File: src/ibr_pkg.sv
`timescale 1ns / 1ps
`default_nettype none
package ibr_pkg;

   localparam int HEADER_BYTES   = 16;
   localparam int TRAINER_BYTES  = 512;
   localparam int PRG_BANK_BYTES = 16384;
   localparam int CHR_BANK_BYTES = 8192;

   // "NES" followed by the DOS end-of-file byte
   localparam logic [7:0] MAGIC [4] = '{8'h4E, 8'h45, 8'h53, 8'h1A};

   typedef enum logic [2:0] {
      REGION_HEADER  = 3'd0,
      REGION_TRAINER = 3'd1,
      REGION_PRG     = 3'd2,
      REGION_CHR     = 3'd3,
      REGION_SURPLUS = 3'd4,
      REGION_REJECT  = 3'd5
   } ibr_region_type;

   typedef struct packed {
      logic [7:0] file_byte;
      logic       first_byte;
   } ibr_req_type;

   typedef struct packed {
      ibr_region_type region;
      logic [7:0]     bank_index;
      logic [13:0]    bank_offset;
      logic [7:0]     byte_out;
      logic           header_ok;
      logic [1:0]     mirroring_mode;
      logic [7:0]     mapper_number;
      logic [7:0]     prg_bank_count;
      logic [7:0]     chr_bank_count;
      logic [7:0]     ram_bank_count;
      logic           trainer_present;
   } ibr_rsp_type;

endpackage
`default_nettype wire

File: src/ibr_state.sv
`timescale 1ns / 1ps
`default_nettype none
module ibr_state (
   input  wire logic                clock,
   input  wire logic                reset,
   input  wire logic                advance,
   input  wire ibr_pkg::ibr_req_type req,
   output ibr_pkg::ibr_rsp_type     rsp
);
   import ibr_pkg::*;

   ibr_region_type phase_ff, phase_in, ph;
   logic           magic_good_ff, magic_good_in, mg;
   logic [7:0]     bank_ff, bank_in, bank;
   logic [13:0]    offset_ff, offset_in, off;
   logic [7:0]     prg_ff, prg_in;
   logic [7:0]     chr_ff, chr_in;
   logic [7:0]     ctl1_ff, ctl1_in;
   logic [7:0]     ctl2_ff, ctl2_in;
   logic [7:0]     ram_ff, ram_in;
   logic [7:0]     bank_next;
   logic [7:0]     b;
   ibr_region_type region;
   logic [7:0]     bidx;
   logic [13:0]    boff;

   always_comb begin
      b = req.file_byte;
      // a marked first byte sees the reset state
      if (req.first_byte) begin
         ph = REGION_HEADER; mg = 1'b1; bank = '0; off = '0;
         prg_in = '0; chr_in = '0; ctl1_in = '0; ctl2_in = '0; ram_in = '0;
      end else begin
         ph = phase_ff; mg = magic_good_ff; bank = bank_ff; off = offset_ff;
         prg_in = prg_ff; chr_in = chr_ff; ctl1_in = ctl1_ff;
         ctl2_in = ctl2_ff; ram_in = ram_ff;
      end
      phase_in      = ph;
      magic_good_in = mg;
      bank_in       = bank;
      offset_in     = off;
      bank_next     = bank + 8'd1;
      region        = ph;
      bidx          = '0;
      boff          = '0;
      case (ph)
         REGION_HEADER: begin
            boff = off;
            if (off < 14'd4 && b != MAGIC[off[1:0]]) begin
               magic_good_in = 1'b0;
               phase_in      = REGION_REJECT;
               offset_in     = '0;
            end else begin
               if (off == 14'd4) prg_in  = b;
               if (off == 14'd5) chr_in  = b;
               if (off == 14'd6) ctl1_in = b;
               if (off == 14'd7) ctl2_in = b;
               if (off == 14'd8) ram_in  = b;
               if (off >= 14'(HEADER_BYTES - 1)) begin
                  offset_in = '0;
                  bank_in   = '0;
                  if (ctl1_in[2])            phase_in = REGION_TRAINER;
                  else if (prg_in != 8'd0)   phase_in = REGION_PRG;
                  else if (chr_in != 8'd0)   phase_in = REGION_CHR;
                  else                       phase_in = REGION_SURPLUS;
               end else begin
                  offset_in = off + 14'd1;
               end
            end
         end
         REGION_TRAINER: begin
            boff = off;
            if (off >= 14'(TRAINER_BYTES - 1)) begin
               offset_in = '0;
               bank_in   = '0;
               if (prg_in != 8'd0)      phase_in = REGION_PRG;
               else if (chr_in != 8'd0) phase_in = REGION_CHR;
               else                     phase_in = REGION_SURPLUS;
            end else begin
               offset_in = off + 14'd1;
            end
         end
         REGION_PRG: begin
            bidx = bank;
            boff = off;
            if (off >= 14'(PRG_BANK_BYTES - 1)) begin
               offset_in = '0;
               bank_in   = bank_next;
               // wrap of the bank counter also ends the section
               if (bank_next >= prg_in || bank_next == 8'd0) begin
                  bank_in  = '0;
                  phase_in = (chr_in != 8'd0) ? REGION_CHR : REGION_SURPLUS;
               end
            end else begin
               offset_in = off + 14'd1;
            end
         end
         REGION_CHR: begin
            bidx = bank;
            boff = off;
            if (off >= 14'(CHR_BANK_BYTES - 1)) begin
               offset_in = '0;
               bank_in   = bank_next;
               if (bank_next >= chr_in || bank_next == 8'd0) begin
                  bank_in  = '0;
                  phase_in = REGION_SURPLUS;
               end
            end else begin
               offset_in = off + 14'd1;
            end
         end
         REGION_SURPLUS: begin
         end
         default: begin
            region   = REGION_REJECT;
            phase_in = REGION_REJECT;
         end
      endcase

      rsp.region          = region;
      rsp.bank_index      = bidx;
      rsp.bank_offset     = boff;
      rsp.byte_out        = b;
      rsp.header_ok       = magic_good_in &&
                            (phase_in == REGION_TRAINER || phase_in == REGION_PRG ||
                             phase_in == REGION_CHR || phase_in == REGION_SURPLUS);
      rsp.mirroring_mode  = ctl1_in[3] ? 2'd3 : {1'b0, ctl1_in[0]};
      rsp.mapper_number   = {ctl2_in[7:4], ctl1_in[7:4]};
      rsp.prg_bank_count  = prg_in;
      rsp.chr_bank_count  = chr_in;
      rsp.ram_bank_count  = ram_in;
      rsp.trainer_present = ctl1_in[2];
   end

   always_ff @(posedge clock) begin
      if (reset) begin
         phase_ff      <= REGION_HEADER;
         magic_good_ff <= 1'b1;
         bank_ff       <= '0;
         offset_ff     <= '0;
         prg_ff        <= '0;
         chr_ff        <= '0;
         ctl1_ff       <= '0;
         ctl2_ff       <= '0;
         ram_ff        <= '0;
      end else if (advance) begin
         phase_ff      <= phase_in;
         magic_good_ff <= magic_good_in;
         bank_ff       <= bank_in;
         offset_ff     <= offset_in;
         prg_ff        <= prg_in;
         chr_ff        <= chr_in;
         ctl1_ff       <= ctl1_in;
         ctl2_ff       <= ctl2_in;
         ram_ff        <= ram_in;
      end
   end

endmodule
`default_nettype wire

File: src/ines_image_byte_router_top.sv
`timescale 1ns / 1ps
`default_nettype none
// Cartridge image byte router. Feed the image one byte per transaction, with
// first_byte set on the byte that opens a new image; every byte comes back
// tagged as header, trainer, PRG, CHR, surplus or rejected, with bank number,
// offset and the header fields latched so far. One byte is taken every cycle
// unless req_stall is raised; its tag passes through an input register, then the
// single parser state update per byte, then the result register. A stalled
// result holds up the input only once the input register is also full.
module ines_image_byte_router_top (
   input  wire logic                 clock,
   input  wire logic                 reset,
   input  wire logic                 req_valid,
   output logic                      req_stall,
   input  wire ibr_pkg::ibr_req_type req_payload,
   output logic                      rsp_valid,
   input  wire logic                 rsp_stall,
   output ibr_pkg::ibr_rsp_type      rsp_payload
);
   import ibr_pkg::*;

   logic        s1_valid_ff, s1_valid_in;
   ibr_req_type s1_req_ff;
   logic        rsp_valid_ff, rsp_valid_in;
   ibr_rsp_type rsp_ff;
   ibr_rsp_type tag;
   logic        out_load, advance, req_take;

   assign out_load  = !rsp_valid_ff || !rsp_stall;
   assign advance   = s1_valid_ff && out_load;
   assign req_stall = s1_valid_ff && !out_load;
   assign req_take  = req_valid && !req_stall;

   always_comb begin
      s1_valid_in  = req_take ? 1'b1 : (s1_valid_ff && !advance);
      rsp_valid_in = out_load ? s1_valid_ff : rsp_valid_ff;
   end

   ibr_state u_state (
      .clock   (clock),
      .reset   (reset),
      .advance (advance),
      .req     (s1_req_ff),
      .rsp     (tag)
   );

   always_ff @(posedge clock) begin
      if (reset) begin
         s1_valid_ff  <= 1'b0;
         rsp_valid_ff <= 1'b0;
      end else begin
         s1_valid_ff  <= s1_valid_in;
         rsp_valid_ff <= rsp_valid_in;
      end
      if (req_take) s1_req_ff <= req_payload;
      if (advance)  rsp_ff    <= tag;
   end

   assign rsp_valid   = rsp_valid_ff;
   assign rsp_payload = rsp_ff;

`ifndef SYNTHESIS
   a_hold_input : assert property (@(posedge clock) disable iff (reset)
      s1_valid_ff && !advance |=> s1_valid_ff)
      else $error("buffered input transaction dropped");

   a_bank_region : assert property (@(posedge clock) disable iff (reset)
      rsp_valid && rsp_payload.bank_index != 8'd0 |->
         (rsp_payload.region == REGION_PRG || rsp_payload.region == REGION_CHR))
      else $error("bank index outside a PRG or CHR byte");

   a_header_done : assert property (@(posedge clock) disable iff (reset)
      rsp_valid && rsp_payload.header_ok && rsp_payload.region == REGION_HEADER |->
         rsp_payload.bank_offset == 14'(HEADER_BYTES - 1))
      else $error("header reported complete before its last byte");

   a_reject_clean : assert property (@(posedge clock) disable iff (reset)
      rsp_valid && rsp_payload.region == REGION_REJECT |->
         !rsp_payload.header_ok && rsp_payload.bank_offset == 14'd0)
      else $error("rejected byte carries header status or offset");
`endif

endmodule
`default_nettype wire
File: config.mk
export PLATFORM = sky130hd
export DESIGN_NAME = ines_image_byte_router_top
export DESIGN_NICKNAME = d
export VERILOG_FILES = /design/src/ibr_pkg.sv /design/src/ibr_state.sv /design/src/ines_image_byte_router_top.sv
export SDC_FILE = /design/constraint.sdc
export NUM_CORES = 1
export LEC_CHECK = 0
export BUFFER_PORTS_ARGS = -buffer_cell sky130_fd_sc_hd__clkbuf_2
export CORE_MARGIN = 2
export CORE_UTILIZATION = 58
export DETAILED_ROUTE_END_ITERATION = 10
export HOLD_SLACK_MARGIN = 0.15
export PLACE_DENSITY_LB_ADDON = 0.25
export SYNTH_ARGS = -nofsm -noshare
export SYNTH_HDL_FRONTEND = slang
export SYNTH_HIERARCHICAL = 1
export SYNTH_SLANG_ARGS = --single-unit
File: constraint.sdc
create_clock -name clock -period 17.7 [get_ports clock]
set_clock_uncertainty 0.05 [all_clocks]
set_input_delay 3.54 -clock clock [delete_from_list [all_inputs] [get_ports clock]]
set_output_delay 3.54 -clock clock [all_outputs]
set_load 0.005 [all_outputs]
# After elaboration in Yosys (flattened, before gate mapping)
# Cells that the tools add are included.
# totals
reg_bits	146
output_inout_bits	71
elab_cells	140
# op_classes
addsub	2
n_lt_le_gt_ge	8
n_eq_ne	14
n_mux	64
n_bitwise	1
reduce_logical	26
# ops
op	n
$mux 8	36
$mux 14	6
$eq 14x3->1 const B	4
$pmux 14 s4	1
$mux 3	13
$pmux 8 s4	1
$reduce_bool 8->1	4
$bmux 8 s2	1
$ge 8x8->1	2
$pmux 3 s5	1
$add 14x1->14 const B	1
$eq 14x4->1 const B	1
$ge 14x13->1 const B	1
$ge 14x14->1 const B	1
$ge 14x4->1 const B	1
$ge 14x9->1 const B	1
$lt 14x3->1 const B	1
$eq 3x2->1 const B	4
$add 8x1->8 const B	1
$logic_not 8->1	1
$ne 8x8->1	1
$eq 3x1->1 const B	2
$eq 3x3->1 const B	2
$logic_and 1x1->1	6
other kinds (10)	22

# Depth between registers and ports, before layout
# Gate-level depths: netlist (run 1).
# logic_depth
word_depth	21
depth_mapped	20
depth_no_buf	13

# Modules after synthesis
# The synthesis (run 1) kept the hierarchy.
# by_module_without_submodules
mod	n_inst	cells_each	area_each_um2	seq_area_each_um2
ibr_state	1	653	4787.1	1221.2
ines_image_byte_router_top	1	88	2428.6	2382.3

# Least setup slack after synthesis (run 1)
# No wires, ideal clock.
# synth_timing
path_kind	input -> register
from	input rsp_stall
to	register u_state.offset_ff[4]
setup_ns	0.074
t_arrival_ns	10.620
t_required_ns	17.576
slack_ns	6.956
path_stages	5
n_path_buf	0
cell_sequence	a21boi_0 > inv_1 > nor2_4 > or4b_1 > a31oi_1
# synth_via
elab_chain_cells	3
# synth_rtl
item	line_no	text
from (decl)	ines_image_byte_router_top.sv:17	input wire logic rsp_stall,
$logic_not 1->1	ines_image_byte_router_top.sv:29	assign out_load = !rsp_valid_ff || !rsp_stall;
$logic_or 1x1->1	ines_image_byte_router_top.sv:29	
$logic_and 1x1->1	ines_image_byte_router_top.sv:30	assign advance = s1_valid_ff && out_load;
to (signal assigned)	ibr_state.sv:150	offset_ff <= offset_in;
to (decl)	ibr_state.sv:15	logic [13:0] offset_ff, offset_in, off;
# Every way passes these cells.
# A chain may end at the register's enable or synchronous reset.

# Worst setup path in the final report (run 1)
# layout_timing
from	input rsp_stall
to	output req_stall
# layout_via
elab_chain_cells	4
# layout_rtl
item	line_no	text
$logic_not 1->1	ines_image_byte_router_top.sv:29	
$logic_or 1x1->1	ines_image_byte_router_top.sv:29	
$logic_not 1->1	ines_image_byte_router_top.sv:31	assign req_stall = s1_valid_ff && !out_load;
$logic_and 1x1->1	ines_image_byte_router_top.sv:31	
to (decl)	ines_image_byte_router_top.sv:14	output logic req_stall,
# Every way passes these cells.

==> results.cfg, run 1 <==
[sta]
tightestPinTransition_ps = 1038
post-route-period-util_pct = 42.83
max_freq_mhz = 131.9
hold_violations = 0
worst_hold_slack_ps = 428.1
finalSetupTns_ps = 0
finalWorstSetupSlack_ps = 10120
report.final.slew_viol_count = 0
final-setup-viol-count = 0
slew_headroom_pct = 30.80
rsz0062_at_grt = no
post-route-min-period_ps = 7582

[clock_network]
cts.sinks = 141
ctsHtreeMaxLevel = 4
cts_repair_resize_count = 0
cts_buffers = 17
tritoncts = done
cts_root_buf = clkbuf_16
cts_hold_buffers = 0
clock_edge_transition_at_the_registers_on_the_reported_setup_and_hold_paths_ps = 60
cts.path.max_buffers = 2
post-cts-setup-buffer-count = 0
clk_latency_ps = 430

[place]
place_congestion = 0.8893
place_ws_ps = 10110
port_buffers = 83
dp.final_hpwl_um = 10740

[global_routing]
grt_start_max_net_pins = 101
grtUsageMet1_pct = 30.96
globalRoute.totalOverflow = 0
gr-usage-met3_pct = 5.701
antenna_found_initial = 0
gr_util_all_layers_pct = 25.71
grt_pass1_wl_um = 26560
grt-busiest-layer = met2
via_count_of_the_first_global_routing_pass = 5585
grt.met2_usage_pct = 43.55

[detailed_routing]
detail_route.vias_per_cell = 6.043
drc_errors = 0
route.final.wire_length_um = 16730
dr_total_vias = 5856
drt_first_iter_violations = 597
antenna_violating_nets_post_route = 0
drt-wirelength-per-cell_um = 17.27
drt_pass_1_iters = 5

[setup_path]
worstPathRequired_ps = 14110
worstSetupStartpointType = input port
setup.worst_path.class = in2out
critical-path-max-stage-delay_ps = 140
worst-path-stages = 4
timing.critical_path.slowest_stage_cell = clkbuf_2
crit_path_end_kind = output port
worst_ep_arrival_time_ps = 3990
worstPathCellList = clkbuf_2, nand3_2, inv_1, clkbuf_2
worst-path-max-fanout = 3
number_of_buffers_and_inverters_on_the_critical_path = 3
path_delay_family = buffers and inverters
worst_path_most_repeated_cell = clkbuf_2
timing.reg2reg.worst_path_depth = 12

[die]
dieWidth_um = 115.5
top_level_ports = 84
die-height_um = 115.5
initial_core_util_pct = 59.82
die_area_um2 = 13350
area_inside_the_core_boundary_um2 = 12060
fp-row-count = 40

[final_layout]
finish.net_count = 822
mostFrequentLayoutCells = clkbuf_2 (83), edfxtp_1 (78), nand2_1 (77)
antennaDiodeCount = 0
final_common_cell = clkbuf_2
final_layout_size_suffix_gt1_share_pct = 17.98
flow.area_growth_from_synthesis_pct = 13.75

[synth]
synth_compound_area_share_pct = 14.37
sequential_share_of_the_synthesized_area_pct = 49.94
synth_nets = 775
synth-warning-count = 6
synth_top_family_by_area = simple AND/OR/NAND/NOR gates
synth_adder_area_share_pct = 3.780
synth_cells = 741
yosys_register_bits = 141
synth_xor_xnor_area_share_pct = 0.6069
syn_avg_cell_area_um2 = 9.738
post_synth_mux_area_share_pct = 2.445
asyncSetResetFlopFracSynth_pct = 0
area_fraction_in_and_or_nand_and_nor_cells_after_synthesis_pct = 23.63
synth_edf_count = 78
synth_cell_type_count = 75
synth_top_flop_cell = edfxtp_1
synth.cell_area_um2 = 7216

[power]
power.static_leakage_uw = 0.003088
power_density_normalized_to_cell_area_nw_per_um2 = 94.36
ir_drop_v = 0.00005502

[run_status]
run_status = finished clean

[hold_path]
hold_path_class = reg2reg
worstHoldPathCells = 2

[job]
cap_violations = 0
## worst register-to-register path, cell delays in order (launching register included)
cell	delay [ps]
edfxtp_1	320
buf_4	670
nor2b_1	300
ha_1	360
xnor2_1	210
ha_1	240
a2111oi_0	390
o31ai_1	200
a31oi_1	250
nand2_1	130
o31ai_2	670
a31oi_1	170
a211oi_1	250
## kinds of logic after synthesis
| kind of cell | count (synthesis) |
|---|---|
| multiplexers | 17 |
| XOR/XNOR | 5 |
| AO/OA/AOI/OAI | 162 |
| buffers and inverters | 82 |
| adder cells (fa/ha/maj) | 22 |
| flip-flops | 141 |
| AND/OR/NAND/NOR | 312 |
## where the power goes
part / switching (uW) / internal [uW] / total, uW / leakage, uW
clock network: 144 / 224 / 368 / 0.000293
registers: 8.53 / 356 / 365 / 0.00124
logic: 26.5 / 15.2 / 41.7 / 0.00155
total: 179 / 595 / 775 / 0.00309
## metrics by stage
stage	area [um^2]	cells	total power (uW)	util, %
final	8208	969	774.5	68.05
after global routing	8208	969	798.0	68.05
after CTS	8208	969	778.3	68.05
after detailed placement	7596	937	413.2	62.98
after global placement	7596	937	411.3	62.98
after floorplan	7216	741	399.5	-
## path summary, 6_finish.rpt
| path | startpoint | endpoint | slack [ps] |
|---|---|---|---|
| min | u_state/offset_ff[0] | u_state/offset_ff[0] | 430 |
| max | rsp_stall | req_stall | 10120 |
| min reg2reg | u_state/offset_ff[0] | u_state/offset_ff[0] | 430 |
| max reg2reg | s1_req_ff[0] | u_state/bank_ff[5] | 13400 |
## layer usage
metal  wire length [um]  up-vias
met5                  0        -
met4                413        0
met3               1019       40
met2               8489      249
met1               6810     2807
li1                   -     2760
## final cells by class
class | count | area [um^2]
Timing Repair Buffer | 88 | 452.9
Clock buffer | 17 | 425.4
Clock inverter | 15 | 186.4
Inverter | 22 | 82.58
Tap cell | 168 | 210.2
Fill cell | 894 | 3854
Sequential cell | 141 | 3603
Multi-Input combinational cell | 518 | 3247
## registers in the layout (all words and copies together) (netlist names)
name and flops:
rsp_valid 1, u_state/bank_ff 8, u_state/chr_ff 8, u_state/phase_ff 3
u_state/magic_good_ff 1, u_state/offset_ff 14, u_state/prg_ff 8, rsp_payload 69
u_state/ram_ff 8, u_state/ctl1_ff 7, u_state/ctl2_ff 4, s1_req_ff 9
s1_valid_ff 1
## Yosys cell counts (19+ instances only)
master	count	area, um^2
and2_1	19	118.9
ha_1	21	262.8
nand3_1	21	105.1
edfxtp_1	78	2342
a21oi_1	55	275.3
dfxtp_1	63	1261
o21ai_0	31	155.2
clkbuf_1	36	135.1
nand2_1	77	289.0
inv_1	22	82.58
nor2_1	54	202.7
nand2b_1	39	244.0
Note: power is estimated with default switching activity, not from simulation.
==> run 2: changes to the inputs <==
--- a/config.mk
+++ b/config.mk
@@ -7,7 +7,7 @@
 export LEC_CHECK = 0
 export BUFFER_PORTS_ARGS = -buffer_cell sky130_fd_sc_hd__clkbuf_2
 export CORE_MARGIN = 2
-export CORE_UTILIZATION = 58
+export CORE_UTILIZATION = 53
 export DETAILED_ROUTE_END_ITERATION = 10
 export HOLD_SLACK_MARGIN = 0.15
 export PLACE_DENSITY_LB_ADDON = 0.25
==> constraint.sdc (replaced) <==
create_clock -name clock -period 6.2 [get_ports clock]
set_clock_uncertainty 0.05 [all_clocks]
set_input_delay 1.24 -clock clock [delete_from_list [all_inputs] [get_ports clock]]
set_output_delay 1.24 -clock clock [all_outputs]
set_load 0.005 [all_outputs]
==> results.cfg, run 2 (synthesis results as in run 1) <==
[run_status]
run_status = finished clean

[detailed_routing]
route.final.wire_length_um = 16800
dr_total_vias = 5775
wire_length_on_met2_um = 8407
met3RoutedLength_um = 1104
drt-met1-wl_um = 6946
detail_route.vias_per_cell = 5.905
drt-wirelength-per-cell_um = 17.17
antenna_violating_nets_post_route = 0
drt_pass_1_iters = 5
highest_layer = met4
drt_first_iter_violations = 575
drc_errors = 0

[setup_path]
worstSetupStartpointType = flop
crit_path_end_kind = flop
timing.critical_path.slowest_stage_cell = o31ai_2
worstPathRequired_ps = 6490
worst-path-max-fanout = 10
setup.worst_path.class = reg2reg
timing.reg2reg.worst_path_depth = 11
worstPathCellList = nand3_1, or3_1, a21oi_1, ha_1, a21oi_1, o31ai_1, o21ai_0, nand2_1, o31ai_2, a31oi_1, a211oi_1
path_delay_family = compound AO/OA/AOI/OAI gates
critical-path-max-stage-delay_ps = 640
crit-reg2reg-launch = u_state/bank_ff[2]
number_of_buffers_and_inverters_on_the_critical_path = 0
worst_r2r_endpoint = u_state/bank_ff[5]
worst-r2r-setup-slack_ps = 2450
worst_ep_arrival_time_ps = 4050
worst_path_most_repeated_cell = a21oi_1

[power]
power.static_leakage_uw = 0.003093
ir_drop_v = 0.0002272
p_int_uw = 1736
power.share.clock_pct = 48.0
power.share.switching_pct = 22.30
sequentialPowerShare_pct = 46.7
total_power_uw = 2235
share_comb_of_total_power_pct = 5.3
power.switching_uw = 498.5
power_density_normalized_to_cell_area_nw_per_um2 = 271.4

[clock_network]
cts_root_buf = clkbuf_16
clock_edge_transition_at_the_registers_on_the_reported_setup_and_hold_paths_ps = 60
clk_latency_ps = 430
cts_repair_resize_count = 0
cts.path.max_buffers = 2
ctsHtreeMaxLevel = 4
cts_hold_buffers = 0
cts.sinks = 141
tritoncts = done
cts_buffers = 17
post-cts-setup-buffer-count = 0

[sta]
slew_headroom_pct = 34.31
rsz0062_at_grt = no
report.final.slew_viol_count = 0
finalSetupTns_ps = 0
tightestPinTransition_ps = 982.9
hold_violations = 0
post-route-min-period_ps = 3755
max_freq_mhz = 266.3
post-route-period-util_pct = 60.56
final-setup-viol-count = 0

[global_routing]
globalRoute.totalOverflow = 0
antenna_found_initial = 0
grt_start_max_net_pins = 73
via_count_of_the_first_global_routing_pass = 5407
gr_util_all_layers_pct = 23.69
grt_pass1_wl_um = 26880

[hold_path]
min_from = u_state/ctl1_ff[4]
hold_end = u_state/ctl1_ff[4]
worstHoldPathCells = 2
hold_path_class = reg2reg

[die]
initial_core_util_pct = 54.27
die-height_um = 120.7
top_level_ports = 84
area_inside_the_core_boundary_um2 = 13300
dieWidth_um = 120.7
die_area_um2 = 14560
fp-row-count = 42

[job]
cap_violations = 0

[final_layout]
regArea_um2 = 3603
finish.net_count = 823
filler_cell_count = 1058
antennaDiodeCount = 0
final_common_cell = clkbuf_2
post-route-cell-area_um2 = 8234
largest_reg_flops = 69
flow.area_growth_from_synthesis_pct = 14.11
mostFrequentLayoutCells = clkbuf_2 (83), edfxtp_1 (78), nand2_1 (77)
multiInputGateArea_um2 = 3247
final_layout_size_suffix_gt1_share_pct = 17.83

[place]
place_congestion = 0.9167
postPlaceCellArea_um2 = 7614
port_buffers = 83
dp.final_hpwl_um = 11090
run 2: cell count changes in the layout (fill, tap and decap cells not counted):
cell | before | now
bufinv_16 | 3 | 4
clkbuf_1 | 0 | 2
buf_4 | 5 | 6
clkinv_4 | 2 | 1
inv_6 | 4 | 3
inv_8 | 1 | 0
run 2: power groups by stage:
stage	sequential, uW	clock, uW	combinational (uW)
detailed placement	1060	0	119
global route	1050	1120	132
finish	1040	1070	119
global placement	1060	0	115
CTS	1040	1080	120
floorplan	1050	0	84.3
run 2: worst max-delay path by stage:
stage                             from  cells after the start                   end  slack (ps)
floorplan                 s1_req_ff[0]                     19       rsp_payload[35]        1610
global placement             rsp_stall                      6  u_state/offset_ff[4]        2400
detailed placement           rsp_stall                      6  u_state/offset_ff[4]        2350
CTS                       s1_req_ff[0]                     12    u_state/bank_ff[5]        2520
global route              s1_req_ff[0]                     12    u_state/bank_ff[5]        2110
finish              u_state/bank_ff[2]                     11    u_state/bank_ff[5]        2450
run 2: routing by layer:
layer | global-route usage (%) | vias to the layer above
li1 | - | 2781
met1 | 29.35 | 2749
met2 | 39.94 | 209
met3 | 5.991 | 36
met4 | 8.721 | 0
met5 | 0 | -
run 2: area by class of cell:
cell class	instances	area share, %
sequential	141	43.76
multi-input combinational	518	39.43
timing repair buffer	89	5.592
clock buffer	19	5.258
tap	176	2.674
clock inverter	13	2.279
inverter	22	1.003
run 2: worst min-delay path, stage by stage (launching register included):
cell and delay, ps:
dfxtp_1 310, nor2_1 80, a211oi_1 50
run 2: stage by stage:
step                      utilization, %  hold slack, ps  setup slack [ps]  std cells
after floorplan                        -           391.4              1609        741
after global placement             57.27           403.0              2402        946
after detailed placement           57.27           419.6              2346        946
after CTS                          61.93           434.7              2519        978
after global routing               61.93           454.2              2111        978
final                              61.93           435.6              2445        978
